### config.mk
export PLATFORM = sky130hd
export DESIGN_NAME = serial_boot_loader_receiver_unit
export DESIGN_NICKNAME = d
export VERILOG_FILES = /design/src/hdl/sblr_pkg.sv /design/src/hdl/sblr_ctrl.sv /design/src/hdl/serial_boot_loader_receiver_unit.sv
export SDC_FILE = /design/constraint.sdc
export NUM_CORES = 1
export LEC_CHECK = 0
export BUFFER_PORTS_ARGS = -buffer_cell sky130_fd_sc_hd__buf_2
export CELL_PAD_IN_SITES_DETAIL_PLACEMENT = 1
export CELL_PAD_IN_SITES_GLOBAL_PLACEMENT = 2
export CORE_ASPECT_RATIO = 0.5
export CORE_MARGIN = 2
export CORE_UTILIZATION = 34
export DETAILED_ROUTE_END_ITERATION = 10
export PLACE_DENSITY_LB_ADDON = 0.3
export SETUP_SLACK_MARGIN = 0.4
export SLEW_MARGIN = 20
export SYNTH_ARGS = -nofsm -noshare
export SYNTH_HDL_FRONTEND = slang
export SYNTH_SLANG_ARGS = --single-unit
### constraint.sdc
create_clock -name clk -period 4.8 [get_ports clk]
set_clock_uncertainty 0.2 [all_clocks]
set_input_delay 0.48 -clock clk [delete_from_list [all_inputs] [get_ports clk]]
set_output_delay 0.48 -clock clk [all_outputs]
set_load 0.01 [all_outputs]
### src/hdl/sblr_pkg.sv
// Shared types and constants of the serial boot loader receiver.
// No dependencies; imported by every module of the block.
package sblr_pkg;

  // Reset values of the configuration registers
  localparam logic [31:0] LOAD_ADDR_RST = 32'h0008_1000;
  localparam logic [30:0] MIN_SIZE_RST  = 31'd64;
  localparam logic [30:0] MAX_SIZE_RST  = 31'd1048576;

  // Default pointer width
  localparam int ADDR_WIDTH_DEF = 32;

  // Configuration register indexes
  localparam logic [1:0] CFG_LOAD_ADDR = 2'd0;
  localparam logic [1:0] CFG_MIN_SIZE  = 2'd1;
  localparam logic [1:0] CFG_MAX_SIZE  = 2'd2;

  // Input operation codes
  localparam logic OP_START = 1'b0;
  localparam logic OP_BYTE  = 1'b1;

  // Status codes of a result
  localparam logic [1:0] ST_BUSY   = 2'd0;
  localparam logic [1:0] ST_OK     = 2'd1;
  localparam logic [1:0] ST_REJECT = 2'd2;
  localparam logic [1:0] ST_DONE   = 2'd3;

  // Acknowledge letters
  localparam logic [7:0] CH_O = 8'h4F;
  localparam logic [7:0] CH_K = 8'h4B;
  localparam logic [7:0] CH_S = 8'h53;
  localparam logic [7:0] CH_E = 8'h45;

  // Session phase
  typedef enum logic [1:0] {
    PH_IDLE,
    PH_SIZE,
    PH_LOAD,
    PH_HALT
  } phase_t;

  // Kind of result burst caused by one request
  typedef enum logic [2:0] {
    BK_REQ,   // 1, 2, 3
    BK_REJ,   // 'S','E'
    BK_ACK,   // 'O','K'
    BK_ACKZ,  // 'O','K', then load complete
    BK_ECHO   // echo plus memory write
  } burst_t;

  // Burst descriptor handed from the controller to the result queue
  typedef struct packed {
    burst_t      kind;
    logic [31:0] addr;
    logic [7:0]  data;
    logic        done;
  } desc_t;

  // Configuration register values
  typedef struct packed {
    logic [31:0] load_addr;
    logic [30:0] min_size;
    logic [30:0] max_size;
  } cfg_t;

endpackage

### src/hdl/sblr_ctrl.sv
// Session controller: phase, size gathering, payload pointer and count.
// Depends on sblr_pkg; produces at most one burst descriptor per request.
module sblr_ctrl
  import sblr_pkg::*;
#(
  parameter int ADDR_WIDTH = ADDR_WIDTH_DEF
) (
  input  logic       clk,
  input  logic       rst_n,
  input  logic       acc,
  input  logic       op,
  input  logic [7:0] rx_byte,
  input  cfg_t       cfg,
  output logic       res_vld,
  output desc_t      res
);

  phase_t                  phase_r,  phase_nxt;
  logic [23:0]             size_r,   size_nxt;
  logic [1:0]              cnt_r,    cnt_nxt;
  logic [30:0]             left_r,   left_nxt;
  logic [ADDR_WIDTH-1:0]   ptr_r,    ptr_nxt;
  logic [31:0]             size_full;
  logic                    reject;

  // State registers
  always_ff @(posedge clk) begin
    if (!rst_n) begin
      phase_r <= PH_IDLE;
      size_r  <= '0;
      cnt_r   <= '0;
      left_r  <= '0;
      ptr_r   <= '0;
    end else begin
      phase_r <= phase_nxt;
      size_r  <= size_nxt;
      cnt_r   <= cnt_nxt;
      left_r  <= left_nxt;
      ptr_r   <= ptr_nxt;
    end
  end

  // Size check on the fourth byte; bit 31 set means negative
  assign size_full = {rx_byte, size_r};
  assign reject    = size_full[31] || (size_full[30:0] < cfg.min_size) ||
                     (size_full[30:0] > cfg.max_size);

  // Next state and burst selection
  always_comb begin
    phase_nxt = phase_r;
    size_nxt  = size_r;
    cnt_nxt   = cnt_r;
    left_nxt  = left_r;
    ptr_nxt   = ptr_r;
    res_vld   = 1'b0;
    res       = '{kind: BK_REQ, addr: '0, data: '0, done: 1'b0};
    if (acc) begin
      if (op == OP_START) begin
        phase_nxt = PH_SIZE;
        size_nxt  = '0;
        cnt_nxt   = '0;
        left_nxt  = '0;
        ptr_nxt   = ADDR_WIDTH'(cfg.load_addr);
        res_vld   = 1'b1;
        res.kind  = BK_REQ;
      end else begin
        case (phase_r)
          PH_SIZE: begin
            if (cnt_r != 2'd3) begin
              size_nxt = size_r | (24'(rx_byte) << {cnt_r, 3'b000});
              cnt_nxt  = cnt_r + 2'd1;
            end else begin
              cnt_nxt = '0;
              res_vld = 1'b1;
              if (reject) begin
                phase_nxt = PH_HALT;
                res.kind  = BK_REJ;
              end else begin
                left_nxt = size_full[30:0];
                if (size_full[30:0] == '0) begin
                  phase_nxt = PH_HALT;
                  res.kind  = BK_ACKZ;
                end else begin
                  phase_nxt = PH_LOAD;
                  res.kind  = BK_ACK;
                end
              end
            end
          end
          PH_LOAD: begin
            ptr_nxt  = ptr_r + 1'b1;
            left_nxt = left_r - 31'd1;
            res_vld  = 1'b1;
            res.kind = BK_ECHO;
            res.addr = 32'(ptr_r);
            res.data = rx_byte;
            if (left_r == 31'd1) begin
              phase_nxt = PH_HALT;
              res.done  = 1'b1;
            end
          end
          default: begin
            // idle or halted: byte is dropped
          end
        endcase
      end
    end
  end

endmodule

### src/hdl/serial_boot_loader_receiver_unit.sv
// Serial boot loader receiver, top level.
// Each result burst is registered into a slot of the burst queue.
// Throughput: one request per cycle while slot B of the burst queue is free;
// a request with k results (k up to 3) sends k beats; a two-entry burst queue decouples.
// Reset: rst_n synchronous active low; idle phase, config at reset values.
module serial_boot_loader_receiver_unit
  import sblr_pkg::*;
#(
  parameter int ADDR_WIDTH = ADDR_WIDTH_DEF
) (
  input  logic        clk,
  input  logic        rst_n,
  // Configuration write port
  input  logic        cfg_wr_en,
  input  logic [1:0]  cfg_addr,
  input  logic [31:0] cfg_wdata,
  // Input requests
  input  logic        in_tvalid,
  output logic        in_tready,
  input  logic [7:0]  in_tdata,   // [7:0] rx_byte
  input  logic        in_tuser,   // [0] op
  // Results
  output logic        out_tvalid,
  input  logic        out_tready,
  output logic [55:0] out_tdata,  // [0] send_en, [8:1] send_byte, [9] write_en,
                                  // [41:10] write_addr, [49:42] write_data,
                                  // [51:50] status, [55:52] zero
  output logic        out_tlast   // last
);

  cfg_t        cfg_r;
  logic        acc;
  logic        res_vld;
  desc_t       res;
  logic        a_vld_r, b_vld_r;
  desc_t       a_r, b_r;
  logic [1:0]  idx_r;
  logic        out_hs, a_done;
  logic        send_en, write_en, last;
  logic [7:0]  send_byte;
  logic [1:0]  status;

  // Configuration registers
  always_ff @(posedge clk) begin
    if (!rst_n) begin
      cfg_r.load_addr <= LOAD_ADDR_RST;
      cfg_r.min_size  <= MIN_SIZE_RST;
      cfg_r.max_size  <= MAX_SIZE_RST;
    end else if (cfg_wr_en) begin
      case (cfg_addr)
        CFG_LOAD_ADDR: cfg_r.load_addr <= cfg_wdata;
        CFG_MIN_SIZE:  cfg_r.min_size  <= cfg_wdata[30:0];
        CFG_MAX_SIZE:  cfg_r.max_size  <= cfg_wdata[30:0];
        default: begin
        end
      endcase
    end
  end

  assign in_tready = !b_vld_r;
  assign acc       = in_tvalid && in_tready;

  sblr_ctrl #(
    .ADDR_WIDTH (ADDR_WIDTH)
  ) u_ctrl (
    .clk     (clk),
    .rst_n   (rst_n),
    .acc     (acc),
    .op      (in_tuser),
    .rx_byte (in_tdata),
    .cfg     (cfg_r),
    .res_vld (res_vld),
    .res     (res)
  );

  assign out_hs = out_tvalid && out_tready;
  assign a_done = out_hs && last;

  // Two-slot burst queue: slot A drives the port, slot B waits
  always_ff @(posedge clk) begin
    if (!rst_n) begin
      a_vld_r <= 1'b0;
      b_vld_r <= 1'b0;
      idx_r   <= '0;
    end else if (a_done) begin
      idx_r <= '0;
      if (b_vld_r) begin
        a_vld_r <= 1'b1;
        b_vld_r <= res_vld;
      end else begin
        a_vld_r <= res_vld;
      end
    end else begin
      if (out_hs) begin
        idx_r <= idx_r + 2'd1;
      end
      if (res_vld) begin
        if (a_vld_r) begin
          b_vld_r <= 1'b1;
        end else begin
          a_vld_r <= 1'b1;
        end
      end
    end
  end

  // Payload of the queue slots
  always_ff @(posedge clk) begin
    if (a_done && b_vld_r) begin
      a_r <= b_r;
      b_r <= res;
    end else if (a_done || !a_vld_r) begin
      a_r <= res;
    end else if (res_vld) begin
      b_r <= res;
    end
  end

  // Result beat decode from the head burst and beat index
  always_comb begin
    send_en   = 1'b1;
    send_byte = '0;
    write_en  = 1'b0;
    status    = ST_BUSY;
    last      = 1'b0;
    case (a_r.kind)
      BK_REQ: begin
        send_byte = 8'(idx_r) + 8'd1;
        last      = (idx_r == 2'd2);
      end
      BK_REJ: begin
        send_byte = (idx_r == 2'd0) ? CH_S : CH_E;
        status    = ST_REJECT;
        last      = (idx_r == 2'd1);
      end
      BK_ACK: begin
        send_byte = (idx_r == 2'd0) ? CH_O : CH_K;
        status    = ST_OK;
        last      = (idx_r == 2'd1);
      end
      BK_ACKZ: begin
        if (idx_r == 2'd2) begin
          send_en = 1'b0;
          status  = ST_DONE;
          last    = 1'b1;
        end else begin
          send_byte = (idx_r == 2'd0) ? CH_O : CH_K;
          status    = ST_OK;
        end
      end
      BK_ECHO: begin
        send_byte = a_r.data;
        write_en  = 1'b1;
        status    = a_r.done ? ST_DONE : ST_BUSY;
        last      = 1'b1;
      end
      default: begin
        send_en = 1'b0;
        last    = 1'b1;
      end
    endcase
  end

  assign out_tvalid = a_vld_r;
  assign out_tlast  = last;
  assign out_tdata  = {4'b0000, status,
                       write_en ? a_r.data : 8'h00,
                       write_en ? a_r.addr : 32'h0,
                       write_en, send_byte, send_en};

endmodule

# [Word level (Yosys, flattened, before mapping)]
# Index checks and enable logic that the tools add are counted.
[totals] mem_count=0 inputBits=48 output_inout_bits=59 latch_bits=0 romBits=0 word_cells=136 ramBits=0 regBits=277
[op_classes] n_shift=1 magnitude_cmp=2 div=0 reduce_logical=30 n_bitwise=2 n_mul=0 n_eq_ne=20 muxes=57 n_addsub=5
[ops] operator="two-way mux 44 bit" n=6
[ops] operator="two-way mux 32 bit" n=3
[ops] operator="two-way mux 31 bit" n=3
[ops] operator="two-way mux 41 bit" n=2
[ops] operator="two-way mux 24 bit" n=3
[ops] operator="case mux 31 bit (2 select lines)" n=1
[ops] operator="case mux 8 bit (5 select lines)" n=1
[ops] operator="adder 32 x 1 -> 32 bit (second input constant)" n=1
[ops] operator="equality test 31 x 1 -> 1 bit (second input constant)" n=1
[ops] operator="greater-than comparator 31 bit" n=1
[ops] operator="zero test 31 bit" n=1
[ops] operator="< comparator 31 bit" n=1
[ops] operator="subtractor 31 x 1 -> 31 bit (second input constant)" n=1
[ops] operator="bitwise OR 24 bit" n=1
[ops] operator="<< shifter 8 x 5 -> 24 bit" n=1
[ops] operator="two-way mux 1 bit" n=17
[ops] operator="two-way mux 2 bit" n=8
[ops] operator="AND reduction 2 bit" n=7
[ops] operator="two-way mux 3 bit" n=4
[ops] operator="two-way mux 8 bit" n=1
[ops] operator="case mux 2 bit (4 select lines)" n=1
[ops] operator="AND reduction 4 bit" n=2
[ops] operator="nonzero test 2 bit" n=4
[ops] operator="two-way mux 7 bit" n=1
[ops] operator="other kinds (26)" n=45

# [Depth between registers and ports, before layout]
# Gate-level depths: netlist of run 1.
[depth] depth_word=11 mapped_depth=11 ltp_nobuf=10

# [Hierarchy]
# Synthesis of run 1 repeated with hierarchy kept, for this count alone.
[hier_totals] hier_cells=1605 area_unflattened_um2=14647.8
[modules_own_cells] module="serial_boot_loader_receiver_unit" area_per_inst_um2=7587.3 seq_area_each_um2=4604.4 n_inst=1 cells_each=671
[modules_own_cells] module="sblr_ctrl" area_per_inst_um2=7060.5 seq_area_each_um2=1821.7 n_inst=1 cells_each=934

# [Worst setup path before layout of run 1]
# Ideal clock, no wire load.
[synth_path] path_kind="reg2reg" start="register idx_r[0]" end="register b_r[0] (netlist bit) (enable)" path_buffers=0 synth_period_minus_slack_ps=5239 stages_incl_launch_ff=9 slack_ps=-439 setup_ps=461 required_ps=4139 t_arrival_ps=4578 cell_sequence="dfxtp_1 -> inv_1 -> ha_1 -> inv_1 -> nor2_1 -> a211o_1 -> nand3_1 -> nand2_1 -> o22ai_1"
[synth_via] elab_chain_cells=7 elab_cells_between_ends=10 cone_classes="3 x eq/ne; 2 x mux; 5 x reduce/logical"
[synth_lines] element="from (decl)" line="serial_boot_loader_receiver_unit.sv:37" text="logic [1:0] idx_r;"
[synth_lines] element="from (signal assigned)" line="serial_boot_loader_receiver_unit.sv:95" text="idx_r <= idx_r + 2'd1;"
[synth_lines] element="equality test 2 bit" line="serial_boot_loader_receiver_unit.sv:129, serial_boot_loader_receiver_unit.sv:142"
[synth_lines] element="two-way mux 1 bit" line="serial_boot_loader_receiver_unit.sv:142" text="if (idx_r == 2'd2) begin"
[synth_lines] element="case mux 1 bit (3 select lines) (*)" line="serial_boot_loader_receiver_unit.sv:126" text="case (a_r.kind)"
[synth_lines] element="net out_tlast" line="serial_boot_loader_receiver_unit.sv:28" text="output logic out_tlast"
[synth_lines] element="logical AND 1 bit (*)" line="serial_boot_loader_receiver_unit.sv:77" text="assign a_done = out_hs && last;"
[synth_lines] element="logical AND 1 bit or logical OR 1 bit (tied branches)" line="serial_boot_loader_receiver_unit.sv:109, serial_boot_loader_receiver_unit.sv:112"
[synth_lines] element="inequality test 2 bit (no source line) or nonzero test 2 bit (tied branches)"
[synth_lines] element="AND reduction 2 bit (no source line) (*)"
[synth_lines] element="to (signal assigned)" line="serial_boot_loader_receiver_unit.sv:111" text="b_r <= res;"
[synth_lines] element="to (signal assigned)" line="serial_boot_loader_receiver_unit.sv:115" text="b_r <= res;"
[synth_lines] element="to (decl)" line="serial_boot_loader_receiver_unit.sv:36" text="desc_t a_r, b_r;"
# Mark *: on every way through the listed nets, which the timed path passes. The rest lies on a longest branch.
# A chain may end at the register's enable or synchronous reset.

# [Worst setup path in the final report of run 1]
[layout_path] start="register u_ctrl.size_r[2]" end="register u_ctrl.left_r[30]"
[layout_via] elab_chain_cells=5 elab_cells_between_ends=6 cone_classes="2 x order compare; 1 x eq/ne; 3 x reduce/logical"
[layout_lines] element="from (decl)" line="sblr_ctrl.sv:19" text="logic [23:0] size_r, size_nxt;"
[layout_lines] element="from (signal assigned)" line="sblr_ctrl.sv:36" text="size_r <= size_nxt;"
[layout_lines] element="< comparator 31 bit" line="sblr_ctrl.sv:45" text="assign reject = size_full[31] || (size_full[30:0] < cfg.min_size) ||"
[layout_lines] element="logical OR 1 bit" line="sblr_ctrl.sv:45"
[layout_lines] element="logical OR 1 bit (*)" line="sblr_ctrl.sv:45"
[layout_lines] element="inequality test 3 bit (no source line) (*)"
[layout_lines] element="AND reduction 4 bit (no source line) (*)"
[layout_lines] element="to (signal assigned)" line="sblr_ctrl.sv:38" text="left_r <= left_nxt;"
[layout_lines] element="to (decl)" line="sblr_ctrl.sv:21" text="logic [30:0] left_r, left_nxt;"
# Mark *: on every way between the ends. The rest lies on a longest branch, timed or not.

==> results of run 1 <==
[per-layer routing]
metal	track usage, %	routed length [µm]
met4	4.41	853
met5	0	0
met1	32.0	23300
met3	3.42	2150
met2	32.9	19900
[layout make-up]
cell class              count  area (µm²)  area share, %
clock inverters            14         180           1.11
well taps                 540         676           4.17
repair buffers            163        1080           6.70
multi-input cells        1135        6750           41.7
flip-flops and latches    277        6430           39.7
inverters                  86         324           2.00
clock buffers              36         741           4.58
diodes                      1        2.50         0.0155
[flip-flops by register name, summed over array words and instances (netlist names)]
register        flops
u_ctrl.cnt_r        2
cfg_r              94
b_r                44
b_vld_r             1
u_ctrl.phase_r      2
idx_r               2
out_tvalid          1
u_ctrl.size_r      24
u_ctrl.left_r      31
a_r                44
u_ctrl.ptr_r       32
[logic make-up (layout without fill, tap and decap cells)]
kind of cell	after synthesis	in the layout	share of synthesized area, %
other	1	5	0.0270
XOR/XNOR	15	15	0.946
flip-flops	277	277	46.3
buffers and inverters	193	299	5.48
multiplexers	15	15	1.11
adder cells (fa/ha/maj)	72	72	6.49
AND/OR/NAND/NOR	613	613	21.4
AO/OA/AOI/OAI	416	416	18.3
[cells in the mapped netlist (all sizes together), types with 11 or more instances]
cell	number
nand2	262
a21oi	190
dfxtp	189
nor2	94
edfxtp	88
inv	86
clkbuf	85
and3	83
ha	72
o21ai	57
a21o	54
nand3	45
nor3	38
nand4	26
o211ai	23
buf	22
a22oi	20
nor4	19
and2	13
a31oi	12
mux2i	12
o31ai	11
[metrics by stage]
stage,std cells,worst slack [ns]
finish,2252,1.25
global route,2251,1.01
CTS,2249,1.32
detailed placement,2167,1.03
global placement,2167,1.20
floorplan,1605,0.595
[cell usage in the layout (no fill, tap or decap), types with 7 or more instances in the layout]
cell | Yosys | layout
buf_4 | 8 | 26
nand2_1 | 262 | 260
a21o_1 | 52 | 52
dlygate4sd3_1 | 0 | 32
mux2i_1 | 12 | 12
edfxtp_1 | 88 | 88
nand3b_1 | 8 | 8
nor2b_1 | 9 | 8
ha_1 | 72 | 71
clkbuf_1 | 85 | 7
a31oi_1 | 12 | 12
inv_1 | 85 | 85
nor3_1 | 37 | 37
o211ai_1 | 23 | 23
o21ai_0 | 56 | 56
a21oi_1 | 190 | 190
xor2_1 | 9 | 9
a22oi_1 | 20 | 20
nor2_1 | 94 | 92
and2_1 | 12 | 12
clkinv_2 | 0 | 7
and3_1 | 82 | 82
nand3_1 | 43 | 43
clkbuf_16 | 0 | 28
dfxtp_1 | 189 | 189
o31ai_1 | 11 | 11
nor4_1 | 15 | 15
nand4_1 | 24 | 24
buf_2 | 5 | 102
a221oi_1 | 9 | 9
[final timing paths]
| path | start | end | slack, ns | depth (start not counted) |
|---|---|---|---|---|
| max | u_ctrl.size_r[2] | u_ctrl.left_r[30] | 1.25 | 10 |
| min | cfg_wdata[6] | cfg_r[6] | 0.06 | 3 |
| max reg2reg | u_ctrl.size_r[2] | u_ctrl.left_r[30] | 1.25 | 10 |
| min reg2reg | cfg_r[15] | cfg_r[15] | 0.25 | 2 |
[power breakdown]
group / leakage [µW] / internal [µW] / total, µW / switching (µW)
clock network: 0.000449 / 1300 / 2260 / 960
logic: 0.00388 / 218 / 659 / 441
registers: 0.00250 / 2490 / 2550 / 62.5
total: 0.00684 / 4010 / 5470 / 1460
[timing repair]
action	CTS	global route
hold buffers	32	0
hold endpoints to repair	71	0
buffers inserted	0	0
[worst max-delay path, stage by stage, from the launching register on]
cell and delay (ns):
dfxtp_1 0.38, ha_1 0.33, nand2_1 0.05, o21ai_0 0.15
a21oi_1 0.12, o31ai_1 0.66, a311o_1 0.33, nand3_2 0.46
buf_4 0.39, a221oi_1 0.24, a211oi_1 0.08
==> summary.txt, run 1 <==
first-pass GRT wire length: 71.8 mm
Via Count: 12,300
status: finished, final reports clean
Synth area leaders: dfxtp_1, edfxtp_1, nand2_1
Max-slew headroom: 33.1%
die area: 0.0426 mm²
cells after synthesis: 1,602
share of async-settable or async-resettable flops after synthesis: 0%
Area after DPL: 0.0149 mm²
TritonCTS Buffers: 28
share of cells above drive strength 1: 12.0%
Synth Register Bits: 277
worst-path fanout max: 28
Detail Placement HPWL: 33.0 mm
initial antenna violation count: 0
clk root buf: clkbuf_16
Worst setup EP type: flop
worst hold slack: 0.0554 ns
per-cell routed wire length: 20.5 µm
Core Region: 0.0403 mm²
synthesized cell area: 0.0139 mm²
unrepaired setup endpoints after global routing: false
ys flop type: dfxtp_1
worst-margin pin slew: 0.999 ns
Syn. warnings: 0
Final Cell Area: 0.0162 mm²
Final period util: 73.9%
CTS tree: yes
TNS Setup: 0 ns
initial cell density of the core: 34.4%
Power Dens Cells: 338 mW/mm²
Lkg Pwr: 0.00684 µW
Synth top area share: 27.3%
GPL Wtd Cong: 0.859
clk sink count: 277
die width: 290 µm
HP Class: in -> reg
count of different cell masters after synthesis: 69
nets: 1,811
TritonRoute pass-1 iters: 5
routed vias/inst: 5.45
syn avg cell area: 8.67 µm²
gr usage total: 21.6%
# port buffers: 102
vias in the first global route: 12,300
Fillers: 4,716
Clk Latency, worst-skew pair: 0.57 ns
IO Pins: 107
CP arrival: 3.76 ns
Finish-stage setup viols: 0
upper clock frequency limit: 282 MHz
biggest area consumer among synthesized cells: dfxtp_1
CP Data Required Time: 5.02 ns
Post-Route Utilization: 40.1%
Die Ht: 147 µm
initial DRC count: 703
number of synthesized flops with an enable pin: 88
max cap viols: 0
Antenna Violating Nets Remaining: 0
maximum VDD drop: 0.205 mV
clock-pin slew on the worst setup and hold paths: 0.06 ns
fin. max-slew vios: 0
Post-CTS Resized: 0
H-tree Lvls: 1
min Tclk post-route: 3.55 ns
Setup crit start kind: flop
CTS Buffer Depth: 3
total power: 5470 µW
# rows: 52
sequential share of the synthesized area: 46.3%
grt ovf: 0
Worst Setup Path Type: reg -> reg
DRC viols: 0
Syn-to-layout area delta: 16.6%
largest net degree at the start of global routing: 103
final hold vios: 0
final WL: 46.2 mm
No activity file was read; power rests on OpenSTA's default activity.
==> run 2, diff against run 1 <==
--- a/config.mk
+++ b/config.mk
@@ -10,7 +10,7 @@
 export CELL_PAD_IN_SITES_GLOBAL_PLACEMENT = 2
 export CORE_ASPECT_RATIO = 0.5
 export CORE_MARGIN = 2
-export CORE_UTILIZATION = 34
+export CORE_UTILIZATION = 37
 export DETAILED_ROUTE_END_ITERATION = 10
 export PLACE_DENSITY_LB_ADDON = 0.3
 export SETUP_SLACK_MARGIN = 0.4
==> constraint.sdc (replaced) <==
create_clock -name clk -period 3.64 [get_ports clk]
set_clock_uncertainty 0.2 [all_clocks]
set_input_delay 0.364 -clock clk [delete_from_list [all_inputs] [get_ports clk]]
set_output_delay 0.364 -clock clk [all_outputs]
set_load 0.01 [all_outputs]
==> run 2 against run 1 <==
Critical path depth grew 2. Global-route usage increased by 2.1 points. Wire length is 1.6% higher. Critical endpoint unchanged.
==> summary.txt, run 2 (synthesis gave the netlist of run 1 again) <==
initial cell density of the core: 37.4% (+2.9 points)
CTS tree: yes
max FFs per register: 94 (unchanged)
final hold vios: 0 (unchanged)
Final Cell Area: 0.0162 mm² (+0.17%)
vias in the first global route: 12,300 (-0.057%)
# port buffers: 102 (unchanged)
Critical R2R Launch: u_ctrl.size_r[12]
biggest regs: cfg_r (94), a_r (44), b_r (44)
clk sink count: 277 (unchanged)
nets: 1,824 (+0.72%)
IO Pins: 107 (unchanged)
commonest cells after routing, fill and taps aside: nand2_1, a21oi_1, dfxtp_1
Critical Path Sink: u_ctrl.left_r[30]
TNS Setup: 0 ns (unchanged)
TritonCTS Buffers: 28 (unchanged)
gr usage total: 23.6% (+2.1 points)
Die Ht: 141 µm (-4.0%)
Placed Cells: 2,133 (-1.6%)
worst-path fanout max: 13 (-54%)
Setup crit start kind: primary input
routed vias/inst: 5.60 (+2.8%)
Detail Placement HPWL: 33.8 mm (+2.5%)
CTS Buffer Depth: 3 (unchanged)
HP Class: in -> reg
initial antenna violation count: 1 (+1)
FF-to-FF End: u_ctrl.left_r[30]
share of cells above drive strength 1: 12.7% (+0.71 points)
die width: 278 µm (-4.1%)
initial DRC count: 966 (+37%)
final WL: 47.0 mm (+1.6%)
Max-slew headroom: 43.9% (+11 points)
Area after DPL: 0.0149 mm² (+0.27%)
Via Count: 12,400 (+1.3%)
unrepaired setup endpoints after global routing: false
Reg with most FFs: cfg_r
Worst setup EP type: flop
worst setup margin: 0.622 ns (-0.630 ns)
Worst Setup Path Type: in -> reg
crit path launch: in_tdata[2]
commonest non-fill, non-tap cell in the layout: nand2_1
Syn-to-layout area delta: 16.8%
first-pass GRT wire length: 72.6 mm (+1.1%)
fin. max-slew vios: 0 (unchanged)
status: finished, final reports clean
Lkg Pwr: 0.00688 µW (+0.67%)
pre-CTS WS: 0.399 ns (-0.630 ns)
per-cell routed wire length: 21.2 µm (+3.0%)
clk root buf: clkbuf_16
CP Data Required Time: 3.85 ns (-1.17 ns)
Cell Count, Final, Fillers Out: 2,221 (-1.4%)
worst-margin pin slew: 0.842 ns (-0.157 ns)
Power Dens Cells: 441 mW/mm² (+31%)
die area: 0.0392 mm² (-7.9%)
H-tree Lvls: 1 (unchanged)
Final period util: 82.9%
R2R depth: 11 (+1)
clock-pin slew on the worst setup and hold paths: 0.07 ns (about the same)
Clk Latency, worst-skew pair: 0.56 ns (about the same)
r2r setup slk: 0.64 ns (-0.61 ns)
grt ovf: 0 (unchanged)
upper clock frequency limit: 331 MHz
TritonRoute pass-1 iters: 5 (unchanged)
hold_sp: in_tdata[1]
GPL Wtd Cong: 0.896 (+4.3%)
maximum VDD drop: 0.340 mV (+66%)
largest net degree at the start of global routing: 67 (-35%)
Antenna Violating Nets Remaining: 0 (unchanged)
# rows: 50 (-3.8%)
Core Region: 0.0372 mm² (-7.9%)
DRC viols: 0 (unchanged)
max cap viols: 0 (unchanged)
CP arrival: 3.23 ns (-0.53 ns)
Finish-stage setup viols: 0 (unchanged)
min Tclk post-route: 3.02 ns
-- run 2: cell count changes in the layout (fill, tap and decap cells not counted), moves of 2 or more --
cell           previous run  this run
buf_4                    26        37
dfxtp_2                   0         3
clkbuf_1                  7         9
clkinvlp_4                0         2
clkinv_2                  7         4
nand2_2                   2         0
clkinvlp_2                2         0
dlygate4sd3_1            32        35
clkbuf_8                  1         7
bufinv_16                 4         0
dfxtp_1                 189       186
-- run 2: layer usage --
metal	GRT usage, %	vias up	wire [µm]
li1	-	5910	-
met1	36.1	6201	24000
met2	35.4	265	19900
met3	3.41	55	2240
met4	4.35	0	809
met5	0	-	0
-- run 2: critical path: stages --
cell and delay (ns):
dlygate4sd3_1 0.54, buf_2 0.20, ha_1 0.35, nand4_1 0.18, nor4_4 0.23, a221oi_1 0.12
o22ai_1 0.25, a311o_1 0.21, nand3_2 0.17, buf_4 0.26, a221oi_1 0.25, a211oi_1 0.09
-- run 2: how the worst min path moves through the flow --
stage,endpoint,cells past startpoint
after global routing,u_ctrl.size_r[23],3
after detailed placement,cfg_r[41],2
after CTS,u_ctrl.size_r[21],3
after global placement,cfg_r[3],2
after floorplan,cfg_r[31],2
final,u_ctrl.size_r[9],3
-- run 2: final cells by class --
cell class,count,area (µm²)
tap,494,618
inverter,86,324
fill,4370,20900
clock inverter,7,42.5
antenna,1,2.50
sequential,277,6430
multi-input combinational,1135,6770
timing repair buffer,176,1170
clock buffer,45,856
-- run 2: power breakdown --
part           leakage, µW  switching, µW  internal (µW)  total, µW
Sequential         0.00251           91.9           3280       3380
Clock             0.000436           1290           1610       2900
Combinational      0.00394            582            299        881
-- run 2: repair_timing --
| item | CTS | global route |
|---|---|---|
| gates resized for setup | 0 | 10 |
| hold endpoints to repair | 97 | 0 |
| hold buffers | 35 | 0 |
| endpoints found under the setup margin | 0 | 29 |
| setup buffers | 0 | 0 |
-- run 2: per-stage QoR --
stage	total power (µW)	hold slack, ns	utilization (%)
3_5_place_dp	4280	0.248	40.2
3_3_place_gp	4250	0.246	40.2
2_1_floorplan	3940	0.232	-
5_1_grt	7420	0.0386	43.6
6_report	7160	0.0208	43.6
4_1_cts	7190	0.000811	43.5
